`config.mk`:
```
export PLATFORM = sky130hd
export DESIGN_NAME = velocity_to_steer_and_esc_command
export DESIGN_NICKNAME = d
export VERILOG_FILES = /design/src/sv/vsec_pkg.sv /design/src/sv/vsec_div.sv /design/src/sv/vsec_back.sv /design/src/sv/vsec_front.sv /design/src/sv/velocity_to_steer_and_esc_command.sv
export VERILOG_INCLUDE_DIRS = /design/src /design/src/sv
export SDC_FILE = /design/constraint.sdc
export NUM_CORES = 2
export LEC_CHECK = 0
export ABC_AREA = 1
export ABC_CLOCK_PERIOD_IN_PS = 15870
export BUFFER_PORTS_ARGS = -buffer_cell sky130_fd_sc_hd__buf_2
export CAP_MARGIN = 15
export CORE_ASPECT_RATIO = 0.75
export CORE_UTILIZATION = 45
export CTS_BUF_LIST = sky130_fd_sc_hd__clkbuf_8
export DETAILED_ROUTE_END_ITERATION = 7
export SLEW_MARGIN = 10
export SYNTH_ARGS = -nofsm -noshare
export SYNTH_HDL_FRONTEND = slang
export SYNTH_HIERARCHICAL = 1
export SYNTH_SLANG_ARGS = --single-unit
```
`constraint.sdc`:
```
create_clock -name i_clk -period 15.87 [get_ports i_clk]
set_clock_uncertainty 0.15 [all_clocks]
set_input_delay 1.587 -clock i_clk [delete_from_list [all_inputs] [get_ports i_clk]]
set_output_delay 1.587 -clock i_clk [all_outputs]
set_load 0.02 [all_outputs]
```
`src/sv/assert_macros.svh`:
```
// ----------------------------------------------------------------------------
// Assertion macros
// Concurrent assertion shorthands for the RTL; compiled out with ASSERT_OFF.
// ----------------------------------------------------------------------------
`ifndef ASSERT_MACROS_SVH
`define ASSERT_MACROS_SVH
`ifndef ASSERT_OFF
// Consequent must hold in the same cycle as the antecedent.
`define VSEC_ASSERT_IMPLY(label, clk, rst_n, ante, cons) \
    label: assert property (@(posedge clk) disable iff (!rst_n) (ante) |-> (cons)) \
        else $error("assertion failed: implication violated");
// Condition must never be seen out of reset.
`define VSEC_ASSERT_NEVER(label, clk, rst_n, bad) \
    label: assert property (@(posedge clk) disable iff (!rst_n) !(bad)) \
        else $error("assertion failed: forbidden condition seen");
`else
`define VSEC_ASSERT_IMPLY(label, clk, rst_n, ante, cons)
`define VSEC_ASSERT_NEVER(label, clk, rst_n, bad)
`endif
`endif

```
`src/sv/vsec_pkg.sv`:
```
// ----------------------------------------------------------------------------
// vsec_pkg
// Types, constants and helpers for the velocity to steer/ESC command block.
// ----------------------------------------------------------------------------
`default_nettype none

package vsec_pkg;

    localparam int unsigned BRAKE_ITEMS_DEF = 2;
    localparam int unsigned ARM_ITEMS_DEF   = 5;
    localparam int unsigned QUEUE_DEPTH     = 2;

    // Degrees per radian in Q16.
    localparam logic [21:0] DEG_PER_RAD_Q16 = 22'd3754937;
    localparam logic [9:0]  MM_PER_M        = 10'd1000;

    localparam int unsigned CFG_INDEX_W = 3;
    localparam int unsigned CFG_DATA_W  = 12;

    // Divider: dividend, divisor and bounded quotient widths.
    localparam int unsigned NUM_W  = 50;
    localparam int unsigned DEN_W  = 25;
    localparam int unsigned QUO_W  = 16;
    localparam int unsigned PROD_W = NUM_W + 8;

    typedef enum logic [CFG_INDEX_W-1:0] {
        CFG_WHEELBASE,
        CFG_STEER_WEIGHT,
        CFG_MAX_STEER,
        CFG_SPEED_STEP,
        CFG_THR_OFFSET,
        CFG_MAX_THR,
        CFG_MIN_THR,
        CFG_BRAKE_PULSE
    } t_cfg_idx;

    typedef enum logic [1:0] {
        PH_FWD,
        PH_BRAKE,
        PH_NEUTRAL,
        PH_REV
    } t_phase;

    typedef enum logic [3:0] {
        ST_IDLE,
        ST_MUL_A,
        ST_MUL_B,
        ST_MUL_C,
        ST_DIV_S,
        ST_WAIT_S,
        ST_DIV_T,
        ST_WAIT_T,
        ST_DONE
    } t_bstate;

    typedef struct packed {
        logic signed [15:0] linear_speed;
        logic signed [15:0] turn_rate;
    } t_in;

    typedef struct packed {
        logic signed [16:0] throttle_cmd;
        logic signed [15:0] steer_cmd;
        logic [1:0]         reverse_phase;
    } t_out;

    typedef struct packed {
        logic [11:0] wheelbase_mm;
        logic [7:0]  steer_weight;
        logic [6:0]  max_steer_deg;
        logic [11:0] speed_per_step;
        logic [7:0]  throttle_offset;
        logic [7:0]  max_throttle;
        logic [7:0]  min_throttle;
        logic [7:0]  brake_pulse;
    } t_cfg;

    localparam t_cfg CFG_RESET = '{
        wheelbase_mm:    12'd85,
        steer_weight:    8'd80,
        max_steer_deg:   7'd20,
        speed_per_step:  12'd178,
        throttle_offset: 8'd5,
        max_throttle:    8'd30,
        min_throttle:    8'd6,
        brake_pulse:     8'd8
    };

    // Classified item handed from front to back.
    typedef struct packed {
        logic [15:0] aspd;
        logic [15:0] atrn;
        logic        spd_neg;
        logic        trn_neg;
    } t_job;

    typedef struct packed {
        logic             start;
        logic [NUM_W-1:0] dividend;
        logic [DEN_W-1:0] divisor;
    } t_div_req;

    typedef struct packed {
        logic             done;
        logic             sat;
        logic [QUO_W-1:0] quot;
    } t_div_rsp;

    // Clamp a Q8 magnitude to top whole units, then zero it when its whole
    // part is at or below floor_w. sat marks a value beyond 17 bits.
    function automatic logic [16:0] f_clamp_q8(
        input logic        sat,
        input logic [16:0] val,
        input logic [7:0]  top,
        input logic [7:0]  floor_w
    );
        logic [16:0] v;
        v = val;
        if (sat || (val[16:8] > {1'b0, top})) begin
            v = {1'b0, top, 8'h00};
        end
        if (v[16:8] <= {1'b0, floor_w}) begin
            v = '0;
        end
        return v;
    endfunction

endpackage

`default_nettype wire

```
`src/sv/vsec_div.sv`:
```
// ----------------------------------------------------------------------------
// vsec_div
// Restoring divider with a saturating 16-bit quotient, one bit per cycle.
// ----------------------------------------------------------------------------
`default_nettype none

module vsec_div (
    input  wire logic              i_clk,
    input  wire logic              i_rst_n,
    input  wire vsec_pkg::t_div_req i_req,
    output vsec_pkg::t_div_rsp      o_rsp
);

    localparam int unsigned SH_W  = vsec_pkg::DEN_W + vsec_pkg::QUO_W;
    localparam int unsigned CNT_W = $clog2(vsec_pkg::QUO_W);

    logic                       r_busy;
    logic                       r_done;
    logic                       r_sat;
    logic [vsec_pkg::QUO_W-1:0] r_q;
    logic [SH_W-1:0]            r_rem;
    logic [SH_W-1:0]            r_dsh;
    logic [CNT_W-1:0]           r_cnt;

    logic [SH_W-1:0] w_full_den;
    logic            w_sat;
    logic            w_ge;
    logic [SH_W-1:0] w_diff;

    // Quotient would not fit in QUO_W bits.
    assign w_full_den = {i_req.divisor, {vsec_pkg::QUO_W{1'b0}}};
    assign w_sat      = i_req.dividend >= {{(vsec_pkg::NUM_W - SH_W){1'b0}}, w_full_den};
    assign w_ge       = r_rem >= r_dsh;
    assign w_diff     = r_rem - r_dsh;

    always_ff @(posedge i_clk) begin
        if (!i_rst_n) begin
            r_busy <= 1'b0;
            r_done <= 1'b0;
        end else begin
            r_done <= 1'b0;
            if (i_req.start) begin
                r_busy <= !w_sat;
                r_done <= w_sat;
            end else if (r_busy && (r_cnt == '0)) begin
                r_busy <= 1'b0;
                r_done <= 1'b1;
            end
        end
    end

    always_ff @(posedge i_clk) begin
        if (i_req.start) begin
            r_sat <= w_sat;
            r_q   <= '0;
            r_rem <= i_req.dividend[SH_W-1:0];
            r_dsh <= {1'b0, i_req.divisor, {(vsec_pkg::QUO_W - 1){1'b0}}};
            r_cnt <= CNT_W'(vsec_pkg::QUO_W - 1);
        end else if (r_busy) begin
            if (w_ge) begin
                r_rem <= w_diff;
            end
            r_q   <= {r_q[vsec_pkg::QUO_W-2:0], w_ge};
            r_dsh <= r_dsh >> 1;
            r_cnt <= r_cnt - 1'b1;
        end
    end

    assign o_rsp.done = r_done;
    assign o_rsp.sat  = r_sat;
    assign o_rsp.quot = r_q;

endmodule

`default_nettype wire

```
`src/sv/vsec_back.sv`:
```
// ----------------------------------------------------------------------------
// vsec_back
// Sequencer: steering geometry, throttle scaling, ESC reverse arming.
// ----------------------------------------------------------------------------
`default_nettype none

module vsec_back #(
    parameter int unsigned BRAKE_ITEMS = vsec_pkg::BRAKE_ITEMS_DEF,
    parameter int unsigned ARM_ITEMS   = vsec_pkg::ARM_ITEMS_DEF
) (
    input  wire logic           i_clk,
    input  wire logic           i_rst_n,
    input  wire vsec_pkg::t_cfg i_cfg,
    input  wire vsec_pkg::t_job i_job,
    input  wire logic           i_job_valid,
    output logic                o_job_pop,
    input  wire logic           i_pop,
    output logic                o_empty,
    output vsec_pkg::t_out      o_out
);

    localparam int unsigned PROD_W = vsec_pkg::PROD_W;

    vsec_pkg::t_bstate  r_state;
    vsec_pkg::t_bstate  n_state;
    vsec_pkg::t_job     r_job;
    logic [PROD_W-1:0]  r_prod;
    logic [vsec_pkg::DEN_W-1:0] r_den;
    logic [15:0]        r_steer;
    logic [16:0]        r_thr;
    logic [2:0]         r_rev_cnt;
    logic [2:0]         n_rev_cnt;
    vsec_pkg::t_out     r_out;
    logic               r_out_valid;

    vsec_pkg::t_div_req w_div_req;
    vsec_pkg::t_div_rsp w_div_rsp;
    vsec_pkg::t_out     w_out;
    vsec_pkg::t_phase   w_phase;

    logic        w_skip;
    logic        w_out_free;
    logic [19:0] w_mul_a;
    logic [25:0] w_den_full;
    logic [41:0] w_mul_b;
    logic [PROD_W-1:0] w_mul_c;
    logic [11:0] w_step;
    logic [16:0] w_steer_sat;
    logic [16:0] w_steer_div;
    logic [16:0] w_thr_sum;
    logic [16:0] w_thr_mag;
    logic [16:0] w_brake;

    vsec_div u_div (
        .i_clk   (i_clk),
        .i_rst_n (i_rst_n),
        .i_req   (w_div_req),
        .o_rsp   (w_div_rsp)
    );

    // No geometry work when either input is zero.
    assign w_skip      = (i_job.atrn == '0) || (i_job.aspd == '0);
    assign w_out_free  = !r_out_valid || i_pop;

    assign w_mul_a     = i_cfg.wheelbase_mm * i_cfg.steer_weight;
    assign w_den_full  = r_job.aspd * vsec_pkg::MM_PER_M;
    assign w_mul_b     = r_prod[19:0] * vsec_pkg::DEG_PER_RAD_Q16;
    assign w_mul_c     = r_prod[41:0] * r_job.atrn;
    assign w_step      = (i_cfg.speed_per_step == '0) ? 12'd1 : i_cfg.speed_per_step;

    assign w_steer_sat = vsec_pkg::f_clamp_q8(1'b1, '0, {1'b0, i_cfg.max_steer_deg}, 8'd0);
    assign w_steer_div = vsec_pkg::f_clamp_q8(w_div_rsp.sat, {1'b0, w_div_rsp.quot},
                                              {1'b0, i_cfg.max_steer_deg}, 8'd0);
    assign w_thr_sum   = {1'b0, w_div_rsp.quot} + {1'b0, i_cfg.throttle_offset, 8'h00};
    assign w_thr_mag   = vsec_pkg::f_clamp_q8(w_div_rsp.sat, w_thr_sum,
                                              i_cfg.max_throttle, i_cfg.min_throttle);
    assign w_brake     = {1'b0, i_cfg.brake_pulse, 8'h00};

    // Next state and handshakes.
    always_comb begin
        n_state   = r_state;
        o_job_pop = 1'b0;
        w_div_req = '0;
        case (r_state)
            vsec_pkg::ST_IDLE: begin
                if (i_job_valid) begin
                    o_job_pop = 1'b1;
                    n_state   = w_skip ? vsec_pkg::ST_DIV_T : vsec_pkg::ST_MUL_A;
                end
            end
            vsec_pkg::ST_MUL_A: n_state = vsec_pkg::ST_MUL_B;
            vsec_pkg::ST_MUL_B: n_state = vsec_pkg::ST_MUL_C;
            vsec_pkg::ST_MUL_C: n_state = vsec_pkg::ST_DIV_S;
            vsec_pkg::ST_DIV_S: begin
                w_div_req.start    = 1'b1;
                w_div_req.dividend = r_prod[PROD_W-1:8];
                w_div_req.divisor  = r_den;
                n_state            = vsec_pkg::ST_WAIT_S;
            end
            vsec_pkg::ST_WAIT_S: begin
                if (w_div_rsp.done) begin
                    n_state = vsec_pkg::ST_DIV_T;
                end
            end
            vsec_pkg::ST_DIV_T: begin
                w_div_req.start    = 1'b1;
                w_div_req.dividend = vsec_pkg::NUM_W'({r_job.aspd, 8'h00});
                w_div_req.divisor  = vsec_pkg::DEN_W'(w_step);
                n_state            = vsec_pkg::ST_WAIT_T;
            end
            vsec_pkg::ST_WAIT_T: begin
                if (w_div_rsp.done) begin
                    n_state = vsec_pkg::ST_DONE;
                end
            end
            vsec_pkg::ST_DONE: begin
                if (w_out_free) begin
                    n_state = vsec_pkg::ST_IDLE;
                end
            end
            default: n_state = vsec_pkg::ST_IDLE;
        endcase
    end

    // Reverse arming and result word.
    always_comb begin
        n_rev_cnt = r_rev_cnt;
        w_phase   = vsec_pkg::PH_FWD;
        w_out.throttle_cmd = r_thr;
        if (r_job.spd_neg) begin
            if (r_rev_cnt < 3'(BRAKE_ITEMS)) begin
                n_rev_cnt          = r_rev_cnt + 3'd1;
                w_phase            = vsec_pkg::PH_BRAKE;
                w_out.throttle_cmd = 17'd0 - w_brake;
            end else if (r_rev_cnt < 3'(ARM_ITEMS)) begin
                n_rev_cnt          = r_rev_cnt + 3'd1;
                w_phase            = vsec_pkg::PH_NEUTRAL;
                w_out.throttle_cmd = '0;
            end else begin
                w_phase            = vsec_pkg::PH_REV;
                w_out.throttle_cmd = 17'd0 - r_thr;
            end
        end else begin
            n_rev_cnt = '0;
        end
        w_out.steer_cmd     = r_job.trn_neg ? (16'd0 - r_steer) : r_steer;
        w_out.reverse_phase = w_phase;
    end

    always_ff @(posedge i_clk) begin
        if (!i_rst_n) begin
            r_state     <= vsec_pkg::ST_IDLE;
            r_rev_cnt   <= '0;
            r_out_valid <= 1'b0;
        end else begin
            r_state <= n_state;
            if ((r_state == vsec_pkg::ST_DONE) && w_out_free) begin
                r_rev_cnt   <= n_rev_cnt;
                r_out_valid <= 1'b1;
            end else if (i_pop) begin
                r_out_valid <= 1'b0;
            end
        end
    end

    always_ff @(posedge i_clk) begin
        case (r_state)
            vsec_pkg::ST_IDLE: begin
                if (i_job_valid) begin
                    r_job   <= i_job;
                    r_steer <= (i_job.atrn == '0) ? 16'd0 : w_steer_sat[15:0];
                end
            end
            vsec_pkg::ST_MUL_A: begin
                r_prod <= PROD_W'(w_mul_a);
                r_den  <= w_den_full[vsec_pkg::DEN_W-1:0];
            end
            vsec_pkg::ST_MUL_B: r_prod <= PROD_W'(w_mul_b);
            vsec_pkg::ST_MUL_C: r_prod <= w_mul_c;
            vsec_pkg::ST_WAIT_S: begin
                if (w_div_rsp.done) begin
                    r_steer <= w_steer_div[15:0];
                end
            end
            vsec_pkg::ST_WAIT_T: begin
                if (w_div_rsp.done) begin
                    r_thr <= w_thr_mag;
                end
            end
            vsec_pkg::ST_DONE: begin
                if (w_out_free) begin
                    r_out <= w_out;
                end
            end
            default: ;
        endcase
    end

    assign o_empty = !r_out_valid;
    assign o_out   = r_out;

endmodule

`default_nettype wire

```
`src/sv/vsec_front.sv`:
```
// ----------------------------------------------------------------------------
// vsec_front
// Input side: take words, split sign and magnitude, queue them for the back.
// ----------------------------------------------------------------------------
`default_nettype none

module vsec_front (
    input  wire logic          i_clk,
    input  wire logic          i_rst_n,
    input  wire logic          i_push,
    output logic               o_full,
    input  wire vsec_pkg::t_in i_in,
    input  wire logic          i_pop,
    output vsec_pkg::t_job     o_job,
    output logic               o_job_valid
);

    localparam int unsigned DEPTH = vsec_pkg::QUEUE_DEPTH;
    localparam int unsigned PTR_W = (DEPTH > 1) ? $clog2(DEPTH) : 1;
    localparam int unsigned CNT_W = $clog2(DEPTH + 1);

    vsec_pkg::t_job   r_slot [DEPTH];
    logic [PTR_W-1:0] r_wr_ptr;
    logic [PTR_W-1:0] r_rd_ptr;
    logic [CNT_W-1:0] r_count;

    vsec_pkg::t_job w_job;
    logic           w_wr;
    logic           w_rd;

    always_comb begin
        w_job.spd_neg = i_in.linear_speed[15];
        w_job.trn_neg = i_in.turn_rate[15];
        w_job.aspd    = w_job.spd_neg ? (16'd0 - $unsigned(i_in.linear_speed))
                                      : $unsigned(i_in.linear_speed);
        w_job.atrn    = w_job.trn_neg ? (16'd0 - $unsigned(i_in.turn_rate))
                                      : $unsigned(i_in.turn_rate);
    end

    assign o_full      = (r_count == CNT_W'(DEPTH));
    assign o_job_valid = (r_count != '0);
    assign o_job       = r_slot[r_rd_ptr];
    assign w_wr        = i_push && !o_full;
    assign w_rd        = i_pop && o_job_valid;

    always_ff @(posedge i_clk) begin
        if (!i_rst_n) begin
            r_wr_ptr <= '0;
            r_rd_ptr <= '0;
            r_count  <= '0;
        end else begin
            if (w_wr) begin
                r_wr_ptr <= (r_wr_ptr == PTR_W'(DEPTH - 1)) ? '0 : r_wr_ptr + 1'b1;
            end
            if (w_rd) begin
                r_rd_ptr <= (r_rd_ptr == PTR_W'(DEPTH - 1)) ? '0 : r_rd_ptr + 1'b1;
            end
            if (w_wr && !w_rd) begin
                r_count <= r_count + 1'b1;
            end else if (w_rd && !w_wr) begin
                r_count <= r_count - 1'b1;
            end
        end
    end

    always_ff @(posedge i_clk) begin
        if (w_wr) begin
            r_slot[r_wr_ptr] <= w_job;
        end
    end

endmodule

`default_nettype wire

```
`src/sv/velocity_to_steer_and_esc_command.sv`:
```
// ----------------------------------------------------------------------------
// velocity_to_steer_and_esc_command
// Turns a speed / yaw-rate word into throttle, steering and ESC reverse phase.
// ----------------------------------------------------------------------------
// Usage:
//   Input channel: write a word (linear_speed mm/s, turn_rate mrad/s) with
//   push while full is low. Up to two words wait in the input queue.
//   Result channel: while empty is low the oldest result (throttle_cmd,
//   steer_cmd, reverse_phase) sits on o_out; pop takes it.
//   Config channel: i_cfg_valid with index and data; o_cfg_ready is always
//   high. Write registers only while the block is idle.
//   Sequence: the shared 16-step divider makes one pass for the steering
//   angle and one for the throttle, with the multiply steps MUL_A, MUL_B
//   and MUL_C ahead of the first pass. When speed or turn rate is zero the
//   multiplies and the steering pass are skipped. A pass whose quotient
//   would overflow 16 bits ends without stepping, saturated.
//   Reset: config registers return to their defaults, both queues empty,
//   reverse arming count cleared.
//   Stall: a result not popped holds the sequencer in its last step; the
//   input queue keeps taking words until it fills, then full goes high.
// ----------------------------------------------------------------------------
`default_nettype none
`include "assert_macros.svh"

module velocity_to_steer_and_esc_command #(
    parameter int unsigned BRAKE_ITEMS = vsec_pkg::BRAKE_ITEMS_DEF,
    parameter int unsigned ARM_ITEMS   = vsec_pkg::ARM_ITEMS_DEF
) (
    input  wire logic                                i_clk,
    input  wire logic                                i_rst_n,
    // input word queue
    input  wire logic                                push,
    output logic                                     full,
    input  wire vsec_pkg::t_in                       i_in,
    // result word queue
    output logic                                     empty,
    input  wire logic                                pop,
    output vsec_pkg::t_out                           o_out,
    // configuration writes
    input  wire logic                                i_cfg_valid,
    output logic                                     o_cfg_ready,
    input  wire logic [vsec_pkg::CFG_INDEX_W-1:0]    i_cfg_index,
    input  wire logic [vsec_pkg::CFG_DATA_W-1:0]     i_cfg_data
);

    vsec_pkg::t_cfg r_cfg;
    vsec_pkg::t_job w_job;
    logic           w_job_valid;
    logic           w_job_pop;
    logic signed [16:0] w_steer_lim;
    logic           w_fwd_neg;
    logic           w_neutral;
    logic           w_steer_ok;

    // Config registers: always ready, truncate data to the register width.
    assign o_cfg_ready = 1'b1;

    always_ff @(posedge i_clk) begin
        if (!i_rst_n) begin
            r_cfg <= vsec_pkg::CFG_RESET;
        end else if (i_cfg_valid && o_cfg_ready) begin
            case (vsec_pkg::t_cfg_idx'(i_cfg_index))
                vsec_pkg::CFG_WHEELBASE:    r_cfg.wheelbase_mm    <= i_cfg_data;
                vsec_pkg::CFG_STEER_WEIGHT: r_cfg.steer_weight    <= i_cfg_data[7:0];
                vsec_pkg::CFG_MAX_STEER:    r_cfg.max_steer_deg   <= i_cfg_data[6:0];
                vsec_pkg::CFG_SPEED_STEP:   r_cfg.speed_per_step  <= i_cfg_data;
                vsec_pkg::CFG_THR_OFFSET:   r_cfg.throttle_offset <= i_cfg_data[7:0];
                vsec_pkg::CFG_MAX_THR:      r_cfg.max_throttle    <= i_cfg_data[7:0];
                vsec_pkg::CFG_MIN_THR:      r_cfg.min_throttle    <= i_cfg_data[7:0];
                vsec_pkg::CFG_BRAKE_PULSE:  r_cfg.brake_pulse     <= i_cfg_data[7:0];
                default: ;
            endcase
        end
    end

    // Front: classify and queue input words.
    vsec_front u_front (
        .i_clk       (i_clk),
        .i_rst_n     (i_rst_n),
        .i_push      (push),
        .o_full      (full),
        .i_in        (i_in),
        .i_pop       (w_job_pop),
        .o_job       (w_job),
        .o_job_valid (w_job_valid)
    );

    // Back: multiply, divide, clamp, run the reverse arming sequence.
    vsec_back #(
        .BRAKE_ITEMS (BRAKE_ITEMS),
        .ARM_ITEMS   (ARM_ITEMS)
    ) u_back (
        .i_clk       (i_clk),
        .i_rst_n     (i_rst_n),
        .i_cfg       (r_cfg),
        .i_job       (w_job),
        .i_job_valid (w_job_valid),
        .o_job_pop   (w_job_pop),
        .i_pop       (pop),
        .o_empty     (empty),
        .o_out       (o_out)
    );

    // Steering magnitude limit in Q8 degrees.
    assign w_steer_lim = $signed({2'b00, r_cfg.max_steer_deg, 8'h00});

    // Conditions watched on the waiting result word.
    assign w_fwd_neg  = !empty && (o_out.reverse_phase == vsec_pkg::PH_FWD)
                        && o_out.throttle_cmd[16];
    assign w_neutral  = !empty && (o_out.reverse_phase == vsec_pkg::PH_NEUTRAL);
    assign w_steer_ok = ($signed(o_out.steer_cmd) <= w_steer_lim)
                        && ($signed(o_out.steer_cmd) >= -w_steer_lim);

    `VSEC_ASSERT_NEVER(a_fwd_nonneg, i_clk, i_rst_n, w_fwd_neg)
    `VSEC_ASSERT_IMPLY(a_neutral_zero, i_clk, i_rst_n, w_neutral, o_out.throttle_cmd == '0)
    `VSEC_ASSERT_IMPLY(a_steer_bound, i_clk, i_rst_n, !empty, w_steer_ok)

endmodule

`default_nettype wire
```
==> summary.md <==
| Metric | Value |
|---|---|
| Via count | 49,900 |
| Setup TNS | 0 ns |
| Critical Path AT | 7.69 ns |
| Synth Area per Inst | 7.85 µm² |
| Slew of the pin with the lowest slew margin | 1.20 ns |
| RSZ-0062 raised after global routing | false |
| Final WL | 194,000 µm |
| Post-synthesis async set-or-reset flop share | 0 |
| Final Critical Period | 7.30 ns |
| # IOs | 90 |
| Fillers | 13,300 |
| CTS Buf Count | 79 |
| Initial core utilization | 0.457 |
| Largest cells by area after synthesis | fa_1 (28%), edfxtp_1 (16%), inv_1 (11%) |
| Post-synth EDFFs | 317 |
| Post-route DRC violation count | 0 |
| Post-route clock period utilization | 0.460 |
| DP Wirelength | 156,000 µm |
| CP Class | reg -> reg |
| Top cell type's share of synthesized area | 0.276 |
| Die H | 322 µm |
| Antenna viol nets, final | 0 |
| Initial antenna violation count | 2 |
| HP Class | reg -> reg |
| Final Cell Area | 65,100 µm² |
| Port Buffers | 88 |
| Pins over their slew limit | 0 |
| Most instantiated cells after synthesis | inv_1 (1,874), nand2_1 (1,823), fa_1 (844) |
| Hold buffers post-CTS | 0 |
| CORE AREA | 134,000 µm² |
| Synth Register Bits | 438 |
| Worst Path Max Fanout | 16 |
| Multi-input gate area | 41,100 µm² |
| Die area | 138,000 µm² |
| DRT Pass-1 Iters | 6 |
| Synthesized cell area | 61,300 µm² |
| CP startpoint kind | flop |
| Max Cap Violations | 0 |
| Congestion Overflow GR | 0 |
| Outcome | finished clean |
| Yosys top cell by area | fa_1 |
| Gr usage total | 0.288 |
| CTS tree | yes |
| Postcts setup bufs | 0 |
| Count of cell types in the netlist | 65 |
| Required @ worst endpoint | 16.26 ns |
| Iteration-0 DRC Markers | 4,116 |
| Clock sink count | 438 |
| GPL Wtd Cong | 0.965 |
| Final Hold Vio Count | 0 |
| Crit end category | flop |
| Layout cells sized above 1 | 0.0614 |
| Die width | 428 µm |
| Most common cell in the netlist | inv_1 |
| Slew headroom | 0.198 |
| Setup WS post-layout | 8.57 ns |
| DR WL/cell | 20.2 µm |
| Clk_lat worst skew | 0.80 ns |
| Via density | 5.19 |
| Vias in the first global route | 50,700 |
| Clock Pin Slew Worst Setup and Hold Paths | 0.06 ns |
| Most used DFF post-synth | edfxtp_1 |
| Layout area overhead | 6.26% |
| Root buf cell | clkbuf_8 |
| Placement Setup Slack | 8.68 ns |
| H-tree levels | 3 |
| Rows | 116 |
| Post-DP Area | 63,400 µm² |
| Register area | 11,900 µm² |
| Syn Inst Count | 7,811 |
| Max clock buf depth | 3 |
| Post-CTS sizing | 0 |
| Final setup vio count | 0 |
| Largest net degree at the start of global routing | 81 |
| Synth warn | 6 |
| Seq/Total Area, Yosys | 0.195 |
| Nets | 9,211 |
| Fmax | 137 MHz |
| First-pass GRT wire length | 303,000 µm |
==> sequential cells by signal (all words and copies together), names as in the netlist, 4 cells and up, named ones only <==
| signal | flops |
|---|---|
| r_cfg | 71 |
| u_front/r_slot | 68 |
| u_back/r_prod | 58 |
| u_back/u_div/r_rem | 41 |
| u_back/u_div/r_dsh | 40 |
| u_back/o_out | 35 |
| u_back/r_job | 34 |
| u_back/r_den | 22 |
| u_back/r_thr | 17 |
| u_back/r_steer | 16 |
| u_back/u_div/r_q | 16 |
| u_back/r_state | 4 |
| u_back/u_div/r_cnt | 4 |
==> through the flow <==
step / util / hold WS, ns / instances
after CTS: 0.485 / 0.323 / 9618
after global routing: 0.485 / 0.351 / 9621
final: 0.485 / 0.322 / 9622
after detailed placement: 0.473 / 0.307 / 9476
after global placement: 0.473 / 0.291 / 9476
after floorplan: - / 0.279 / 7812
==> cell families (layout without fill, tap and decap cells) <==
group                      after synthesis  after routing  synth area share
AOI/OAI and AO/OA                      712            712            0.0641
xor gates and xnor gates                81             81            0.0116
adders and majority gates             1370           1370             0.383
buffers and inverters                 2175           2213             0.135
DFF                                    438            438             0.195
muxes                                   34             34           0.00808
other                                    2              5          0.000122
and+or+nand+nor                       2999           2999             0.203
==> worst paths after layout <==
path	slack [ns]	depth (start not counted)	from	to
min reg2reg	0.32	2	r_cfg[20]	r_cfg[20]
max reg2reg	8.57	18	u_back/r_prod[5]	u_back/r_prod[22]
max	8.57	18	u_back/r_prod[5]	u_back/r_prod[22]
min	0.32	2	r_cfg[20]	r_cfg[20]
==> layout make-up <==
class | count | area share
well taps | 1770 | 0.0340
clock buffers | 86 | 0.0182
multi-input cells | 5199 | 0.632
inverters | 1911 | 0.110
diodes | 2 | 0.0000768
flip-flops and latches | 438 | 0.183
repair buffers | 160 | 0.0152
clock inverters | 56 | 0.00747
==> worst max-delay path: stages, from the launching register on <==
cell      delay [ns]
edfxtp_1        0.76
buf_4           0.39
nand2_1         0.12
fa_1            0.56
inv_1           0.05
fa_1            0.47
fa_1            0.52
fa_1            0.52
fa_1            0.62
inv_1           0.08
fa_1            0.64
inv_1           0.07
ha_1            0.35
a21oi_1         0.33
o21ai_0         0.23
a21oi_1         0.32
nand3_1         0.31
xnor2_1         0.40
o22ai_1         0.12
==> placed cells by master, fill, tap and decap left out, types with 8 or more instances in the layout <==
cell / netlist / final
clkinv_2: 0 / 9
ha_1: 526 / 526
nor2_1: 577 / 570
dfxtp_1: 121 / 120
clkbuf_8: 0 / 86
nand2_1: 1823 / 1822
nor3_2: 7 / 8
a31oi_1: 17 / 17
buf_2: 22 / 88
nor2_2: 30 / 31
nor2_4: 8 / 14
nand2_2: 28 / 29
nand4_1: 37 / 37
a21oi_2: 8 / 9
mux2_4: 30 / 30
clkinv_1: 7 / 17
xor2_1: 42 / 42
o22ai_1: 52 / 52
xnor2_1: 39 / 39
o21ai_1: 70 / 71
nand3_2: 16 / 16
nor3_1: 42 / 41
fa_1: 844 / 844
a21o_1: 15 / 15
a21oi_1: 287 / 286
or2_2: 17 / 17
edfxtp_1: 317 / 317
o21ai_0: 205 / 204
nand3b_1: 25 / 25
inv_2: 30 / 31
buf_4: 14 / 71
nand3_1: 354 / 354
inv_1: 1874 / 1895
==> routing by layer <==
| layer | vias up | track usage | wire length (µm) |
|---|---|---|---|
| li1 | 23600 | - | - |
| met1 | 24400 | 0.427 | 91500 |
| met2 | 1680 | 0.426 | 81300 |
| met3 | 198 | 0.0672 | 17500 |
| met4 | 2 | 0.0598 | 3710 |
| met5 | - | 0 | 13 |
Power is left out: the tool's default activity adds up to more than one toggle a clock period on the data nets, which glitch-free logic cannot reach.
